`src/design/range_kth_largest_select_core_macros.svh`:
```
// assertion macros shared by the range k-th largest select design
`ifndef RANGE_KTH_LARGEST_SELECT_CORE_MACROS_SVH
`define RANGE_KTH_LARGEST_SELECT_CORE_MACROS_SVH

// same-cycle implication, checked out of reset
`define RKLS_ASSERT_NOW(label, ante, cons, msg) \
  label: assert property (@(posedge clk) disable iff (!rst_n) (ante) |-> (cons)) \
    else $error(msg);

// next-cycle implication, checked out of reset
`define RKLS_ASSERT_NEXT(label, ante, cons, msg) \
  label: assert property (@(posedge clk) disable iff (!rst_n) (ante) |=> (cons)) \
    else $error(msg);

`endif

```
`src/design/rkls_pkg.sv`:
```
// package: widths, codes and state type of the range k-th largest select design
package rkls_pkg;

  localparam int DEPTH_DEF      = 64;
  localparam int VALUE_BITS_DEF = 32;
  localparam int POS_W          = 6;
  localparam int RANK_W         = 7;
  localparam int IN_VALUE_W     = 32;
  localparam int OUT_VALUE_W    = 32;

  typedef enum logic [1:0] {
    STAT_OK       = 2'd0,
    STAT_REVERSED = 2'd1,
    STAT_RANK     = 2'd2
  } status_t;

  typedef enum logic {
    KIND_WRITE = 1'b0,
    KIND_QUERY = 1'b1
  } kind_t;

  typedef enum logic [1:0] {
    ST_IDLE,
    ST_FEED,
    ST_DRAIN
  } state_t;

endpackage

```
`src/design/rkls_cell.sv`:
```
// insertion-sort cell: keeps the larger value, hands the smaller one on
module rkls_cell #(
  parameter int VALUE_BITS = rkls_pkg::VALUE_BITS_DEF
) (
  input  logic                         clk,
  input  logic                         rst_n,
  input  logic                         clear,
  input  logic                         in_vld,
  input  logic signed [VALUE_BITS-1:0] in_value,
  output logic                         pass_vld,
  output logic signed [VALUE_BITS-1:0] pass_value,
  output logic signed [VALUE_BITS-1:0] held_value
);
  import rkls_pkg::*;

  logic                         held_vld_r;
  logic signed [VALUE_BITS-1:0] held_r;
  logic                         pass_vld_r;
  logic signed [VALUE_BITS-1:0] pass_r;

  always_ff @(posedge clk) begin
    if (!rst_n || clear) begin
      held_vld_r <= 1'b0;
      pass_vld_r <= 1'b0;
    end else begin
      pass_vld_r <= in_vld && held_vld_r;
      if (in_vld) begin
        held_vld_r <= 1'b1;
      end
    end
  end

  always_ff @(posedge clk) begin
    if (in_vld) begin
      if (!held_vld_r || (in_value > held_r)) begin
        held_r <= in_value;
        pass_r <= held_r;
      end else begin
        pass_r <= in_value;
      end
    end
  end

  assign pass_vld   = pass_vld_r;
  assign pass_value = pass_r;
  assign held_value = held_r;

endmodule

```
`config.mk`:
```
export PLATFORM = sky130hd
export DESIGN_NAME = rkls_cell
export DESIGN_NICKNAME = d
export VERILOG_FILES = /design/src/design/range_kth_largest_select_core_macros.svh /design/src/design/rkls_pkg.sv /design/src/design/rkls_cell.sv
export SDC_FILE = /design/constraint.sdc
export NUM_CORES = 1
export LEC_CHECK = 0
export ABC_CLOCK_PERIOD_IN_PS = 4000
export BUFFER_PORTS_ARGS = -buffer_cell sky130_fd_sc_hd__buf_2
export CELL_PAD_IN_SITES_DETAIL_PLACEMENT = 0
export CELL_PAD_IN_SITES_GLOBAL_PLACEMENT = 1
export CORE_ASPECT_RATIO = 0.8
export CORE_MARGIN = 8
export CORE_UTILIZATION = 41
export CTS_CLUSTER_SIZE = 28
export DETAILED_ROUTE_END_ITERATION = 10
export PLACE_DENSITY = 0.88
export SLEW_MARGIN = 20
export SYNTH_ARGS = -nofsm -noshare
export SYNTH_HDL_FRONTEND = slang
export SYNTH_SLANG_ARGS = --single-unit
export TNS_END_PERCENT = 1
```
`constraint.sdc`:
```
create_clock -name clk -period 4 [get_ports clk]
set_clock_uncertainty 0.05 [all_clocks]
set_input_delay 0.2 -clock clk [delete_from_list [all_inputs] [get_ports clk]]
set_output_delay 0.2 -clock clk [all_outputs]
set_load 0.01 [all_outputs]
```
==> reports/results.ini, run 1 <==
[clock_tree]
clock_latency_ns = 0.34
cts_buffers = 9
clock_sinks = 66
clockRootBuffer = clkbuf_8
htreeDepth = 3
ctsResizeCount = 0
cts_buffer_depth = 2
clk_pin_slew_ns = 0.07
cts_tree = done

[critical_path]
crit_chain = inv_1 > ha_1 > nand4_1 > nor4_2 > and4_1 > a2bb2oi_1 > o31ai_4 > buf_4 > mux2_2
cp-start-kind = flop
critPathCaptureType = flop
cp.required_ns = 4.04
worst-path-buf-inv = 2
critPathArrivalTime_ns = 3.13
cpPeakStageDelay_ns = 0.55
cp_top_family = simple AND/OR/NAND/NOR gates
critPathKind = reg2reg
critPathMaxFanout = 32
slowest_stage = buf_4

[placed_design]
dp_hpwl_mm = 5.46
place_inst = 431
portBuffers = 100
routabilityCongestion = 0.728
place_area_sq_um = 3960

[logic_synthesis]
synth_compound_area_share_pct = 5.41
seq_area_frac_synth_pct = 58.9
synthTopCellsByCount = 64 x edfxtp_1, 33 x inv_1, 32 x ha_1, 29 x mux2_4, 12 x a21oi_1
syn_avg_cell_area_sq_um = 14.9
async_flop_share_pct = 0
ys.flop_type = edfxtp_1
syn_nets = 291
ys_warn_count = 0
synth_xor_area_share_pct = 0
synthMuxAreaShare_pct = 14.1
synth.largest_area_cell = edfxtp_1
synth_most_common_cell = edfxtp_1
synth_top_family_by_area = multiplexers
post_synth_inst_count = 223
synthAdderAreaFrac_pct = 12.0
yosys.area_share.simple_pct = 4.88
yosys_register_bits = 66
synth.area.top_cells = edfxtp_1 58%, mux2_4 13%, ha_1 12%, inv_1 3.7%, a21oi_1 1.8%
syn_area_sq_um = 3330
synth_top_area_share_pct = 57.7
ys_types = 31
synth_edf_count = 64

[floorplanning]
fp.dieH_microns = 96.6
die_width_microns = 117
num_rows = 29
die-area_sq_um = 11300
num_io_pins = 101
initial_core_util_pct = 42.1
core_sq_um = 7910

[finish]
nFillCells = 737
finalNetCount = 403
multi_input_area_sq_um = 1220
syn2layout_area_growth_pct = 25.1
seqCellArea_sq_um = 1960
fin_util_pct = 52.7
stdcell_area_sq_um = 4170
diodes = 0
drive_above_1_share_pct = 45.0
final_cells = 448

[drt]
routed_via_density = 4.67
drc = 0
dr.pass1.iters = 4
wl_met1_mm = 3.22
wl_met2_mm = 3.29
num_vias = 2093
highest_layer = met4
drt_iter0_markers = 62
routed_wl_mm = 7.12
postRouteAntennaNets = 0
dr_wl_met3_microns = 522
wl_per_cell_microns = 15.9

[sta]
fin_crit_sh_pct = 77.2
fmax_mhz = 324
finalSetupViolCount = 0
finalMaxSlewViolations = 0
hold_violations = 0
period_minus_slack_ns = 3.09
tightest_slew_ns = 0.595
rsz0062_at_grt = no
tns_ns = 0
slew_headroom_pct = 60.3

[min_path]
hp-class = in2reg

[global_route]
grt_overflow = 0
grt.total_usage_pct = 13.0
antenna_found_initial = 0
grt_pass1_wl_mm = 11.3
grt_max_degree = 36
grt_pass1_vias = 2191

[job]
maxCapViolCount = 0

[power]
power_w = 0.00162
p_per_area_nw_per_um2 = 390
power.leakage_nw = 1.89
peakVddDrop_v = 0.000175

[outcome]
outcome = complete, no violations

[cell type report]
type | instances | area share, %
Inverter | 33 | 2.97
Timing Repair Buffer | 104 | 12.8
Multi-Input combinational cell | 121 | 29.3
Clock buffer | 10 | 3.06
Clock inverter | 6 | 1.59
Sequential cell | 66 | 47.1
Tap cell | 108 | 3.24
[sequential cells by signal, indices dropped and copies added, names as in the netlist]
register    flops
held_value     32
held_vld_r      1
pass_value     32
pass_vld        1
[where the power goes]
part | leakage, nW | internal, W | switching (W)
sequential | 0.641 | 0.000814 | 0.0000216
clock | 0.0905 | 0.000289 | 0.000254
combinational | 1.16 | 0.000117 | 0.000128
[routing by layer]
metal,vias up,track usage (%)
met5,-,0
li1,1051,-
met2,65,21.0
met1,969,15.8
met4,0,4.13
met3,8,4.35
[worst paths after layout]
kind | slack (ns) | depth (start not counted) | start | to
min | 0.02 | 1 | in_value[0] | held_value[0]
min reg2reg | 0.55 | 1 | held_value[7] | pass_value[7]
max | 0.91 | 9 | held_value[31] | pass_value[1]
max reg2reg | 0.91 | 9 | held_value[31] | pass_value[1]
[cells in the final DEF (no fill, tap or decap), types with 2 or more instances in the layout]
cell type	Yosys	routed
buf_2	0	100
edfxtp_1	64	64
inv_1	33	33
ha_1	32	32
mux2_4	29	29
a21oi_1	12	12
nand2_1	11	11
clkbuf_8	0	9
nor2_1	6	5
nand4_1	3	3
nand3_1	3	3
mux2_2	3	3
buf_4	0	3
and4_1	2	2
o21ai_0	2	2
o21a_1	2	2
clkinvlp_4	0	2
dfxtp_1	2	2
[worst reg2reg max path, stage by stage (launching register included)]
cell and delay, ns:
edfxtp_1 0.37, inv_1 0.05, ha_1 0.31, nand4_1 0.17
nor4_2 0.38, and4_1 0.31, a2bb2oi_1 0.12, o31ai_4 0.10
buf_4 0.55, mux2_2 0.43
[through the flow]
step	setup slack (ns)	hold WS, ns
after global routing	0.709	0.00581
final	0.911	0.0190
after global placement	0.894	0.323
after floorplan	0.262	0.226
after detailed placement	0.889	0.329
after CTS	0.873	0.00484
[cells by family after synthesis]
kind of cell	after synthesis
adder cells (fa/ha/maj)	32
flip-flops	66
multiplexers	32
AND/OR/NAND/NOR	31
buffers and inverters	36
AO/OA/AOI/OAI	26
[repair_timing]
item	in CTS	in global routing
hold buffers	1	0
endpoints found under the hold margin	1	0
endpoints found under the setup margin	0	0
buffers inserted	0	0
No activity file was read; power rests on OpenSTA's default activity.
==> inputs of run 2 (changes only) <==
ABC_AREA = 1   (was unset)
ABC_CLOCK_PERIOD_IN_PS = 2990   (was 4000)
CORE_UTILIZATION = 39   (was 41)
clock period = 2.99 ns   (was 4 ns; I/O delays follow)
==> run 2 against run 1 <==
Against the previous run: register-to-register slack lost 0.57 ns; total power increased by 54%; critical path depth rose by 5; routed wire length rose by 17%; die area up 7.2%; non-clock buffer count grew 33; sequential cell count is the same; global-route usage rose by 1.5 points; via count rose by 31%; hold slack improved by 0.089 ns; synthesized cell count is 50% higher; largest cell class unchanged; highest routed layer unchanged.
==> reports/results.ini, run 2 <==
[outcome]
outcome = complete, no violations

[drt]
drc = 0
wl_per_cell_microns = 14.1
num_vias = 2752
routed_via_density = 4.67
drt_iter0_markers = 211
dr.pass1.iters = 4
routed_wl_mm = 8.31
postRouteAntennaNets = 0

[clock_tree]
clock_latency_ns = 0.35
cts_tree = done
cts_buffers = 9
clk_pin_slew_ns = 0.07
htreeDepth = 3
clockRootBuffer = clkbuf_8
cts_buffer_depth = 2
clock_sinks = 66

[placed_design]
place_inst = 539
pre_cts_ws_ns = 0.358
place_area_sq_um = 4040
portBuffers = 100
dp_hpwl_mm = 5.94
routabilityCongestion = 0.755

[sta]
finalMaxSlewViolations = 0
fin_crit_sh_pct = 89.4
fmax_mhz = 374
tightest_slew_ns = 0.840
timing.final.ws_setup_ns = 0.316
tns_ns = 0
period_minus_slack_ns = 2.67
hold_violations = 0
rsz0062_at_grt = no
finalSetupViolCount = 0
slew_headroom_pct = 44.0

[finish]
final_cells = 589
drive_above_1_share_pct = 28.9
nFillCells = 760
finalNetCount = 540
final_cell_mix = 100 x buf_2, 92 x nand2_1, 64 x edfxtp_1
syn2layout_area_growth_pct = 35.1
final_common_cell = buf_2
multi_input_area_sq_um = 1220
seqCellArea_sq_um = 1960
stdcell_area_sq_um = 4650
diodes = 0

[logic_synthesis]
ys_types = 26
synthTopCellsByCount = 92 x nand2_1, 64 x edfxtp_1, 49 x inv_1, 36 x nand3_1, 32 x ha_1
post_synth_inst_count = 334
synth_most_common_cell = nand2_1
syn_area_sq_um = 3440
synth_edf_count = 64
syn_avg_cell_area_sq_um = 10.3
synth_top_area_share_pct = 55.9
syn_nets = 402
yosys_register_bits = 66
synth.largest_area_cell = edfxtp_1
async_flop_share_pct = 0
ys.flop_type = edfxtp_1
ys_warn_count = 0
synth.area.top_cells = edfxtp_1 56%, ha_1 12%, nand2_1 10%, inv_1 5.3%, nand3_1 5.2%
seq_area_frac_synth_pct = 57.0

[power]
seqPwrFrac_pct = 45.0
peakVddDrop_v = 0.000317
p_sw_w = 0.000613
p_int_w = 0.00189
power_frac_comb_pct = 15.4
netSwitchingFraction_pct = 24.5
power_w = 0.00250
power.leakage_nw = 2.26
p_per_area_nw_per_um2 = 539
clkPwrFrac_pct = 39.6

[critical_path]
critPathKind = in2reg
cp-start-kind = input pin
critPathMaxFanout = 26
cp.required_ns = 2.98
critPathArrivalTime_ns = 2.67
critPathCaptureType = flop

[floorplanning]
die-area_sq_um = 12100
num_io_pins = 101
core_sq_um = 8520
die_width_microns = 121
num_rows = 30
fp.dieH_microns = 100
initial_core_util_pct = 40.4

[global_route]
grt_overflow = 0
grt_max_degree = 36
antenna_found_initial = 0
grt_pass1_wl_mm = 13.9
grt.total_usage_pct = 14.5
grt_pass1_vias = 2819

[min_path]
hp-class = in2reg

[job]
maxCapViolCount = 0

==> run 2: layer usage <==
layer | share of wire (%) | vias up | global-route usage, %
met4 | 1.7 | 0 | 4.60
met5 | 0 | - | 0
li1 | - | 1383 | -
met1 | 43 | 1264 | 16.9
met3 | 7.6 | 12 | 5.56
met2 | 48 | 93 | 24.0
==> run 2: kinds of logic after synthesis <==
logic type               after synthesis  synth area share, %
AND/OR/NAND/NOR                      159                 20.7
flip-flops                            66                 57.0
buffers and inverters                 60                 7.93
adder cells (fa/ha/maj)               32                 11.6
AO/OA/AOI/OAI                         17                 2.73
==> run 2: stage by stage <==
| stage | hold WS, ns | utilization (%) |
|---|---|---|
| 6_report | 0.108 | 54.6 |
| 5_1_grt | 0.100 | 54.6 |
| 4_1_cts | 0.0982 | 54.6 |
| 3_5_place_dp | 0.315 | 47.4 |
| 3_3_place_gp | 0.316 | 47.4 |
| 2_1_floorplan | 0.198 | - |
==> run 2: path summary, 6_finish.rpt <==
path         depth (start not counted)            from             end  slack [ns]
max reg2reg                         13  held_value[31]   held_value[3]        0.34
max                                 14    in_value[31]   held_value[3]        0.32
min                                  3          in_vld        pass_vld        0.11
min reg2reg                          2  held_value[16]  pass_value[16]        0.52
==> run 2: repair_timing <==
| item | 4_1_cts | 5_1_grt |
|---|---|---|
| setup buffers | 0 | 0 |
| setup endpoints to repair | 0 | 0 |
| gates resized for setup | 0 | 0 |
| hold buffers | 34 | 0 |
| hold endpoints to repair | 34 | 0 |
==> run 2: power groups by stage <==
| stage | clock (W) | sequential (W) | combinational (W) |
|---|---|---|---|
| after floorplan | 0 | 0.00117 | 0.000186 |
| final | 0.000991 | 0.00113 | 0.000386 |
| after CTS | 0.00101 | 0.00113 | 0.000393 |
| after global placement | 0 | 0.00115 | 0.000349 |
| after detailed placement | 0 | 0.00115 | 0.000356 |
| after global routing | 0.00106 | 0.00114 | 0.000439 |
==> run 2: final cells by class <==
class	count	share of cell area, %
Inverter	50	4.04
Tap cell	112	3.01
Clock buffer	9	2.66
Timing Repair Buffer	137	18.8
Sequential cell	66	42.2
Clock inverter	7	3.04
Multi-Input combinational cell	208	26.2
==> run 2: worst max-delay path, stage by stage <==
cell	delay [ns]
dlygate4sd3_1	0.52
buf_2	0.14
ha_1	0.29
nand2_1	0.07
inv_2	0.06
nand3_2	0.07
nor2_2	0.15
nand3_1	0.10
nor2_1	0.10
nand2_1	0.08
a21oi_2	0.17
nand2_4	0.18
a21oi_4	0.32
buf_12	0.23
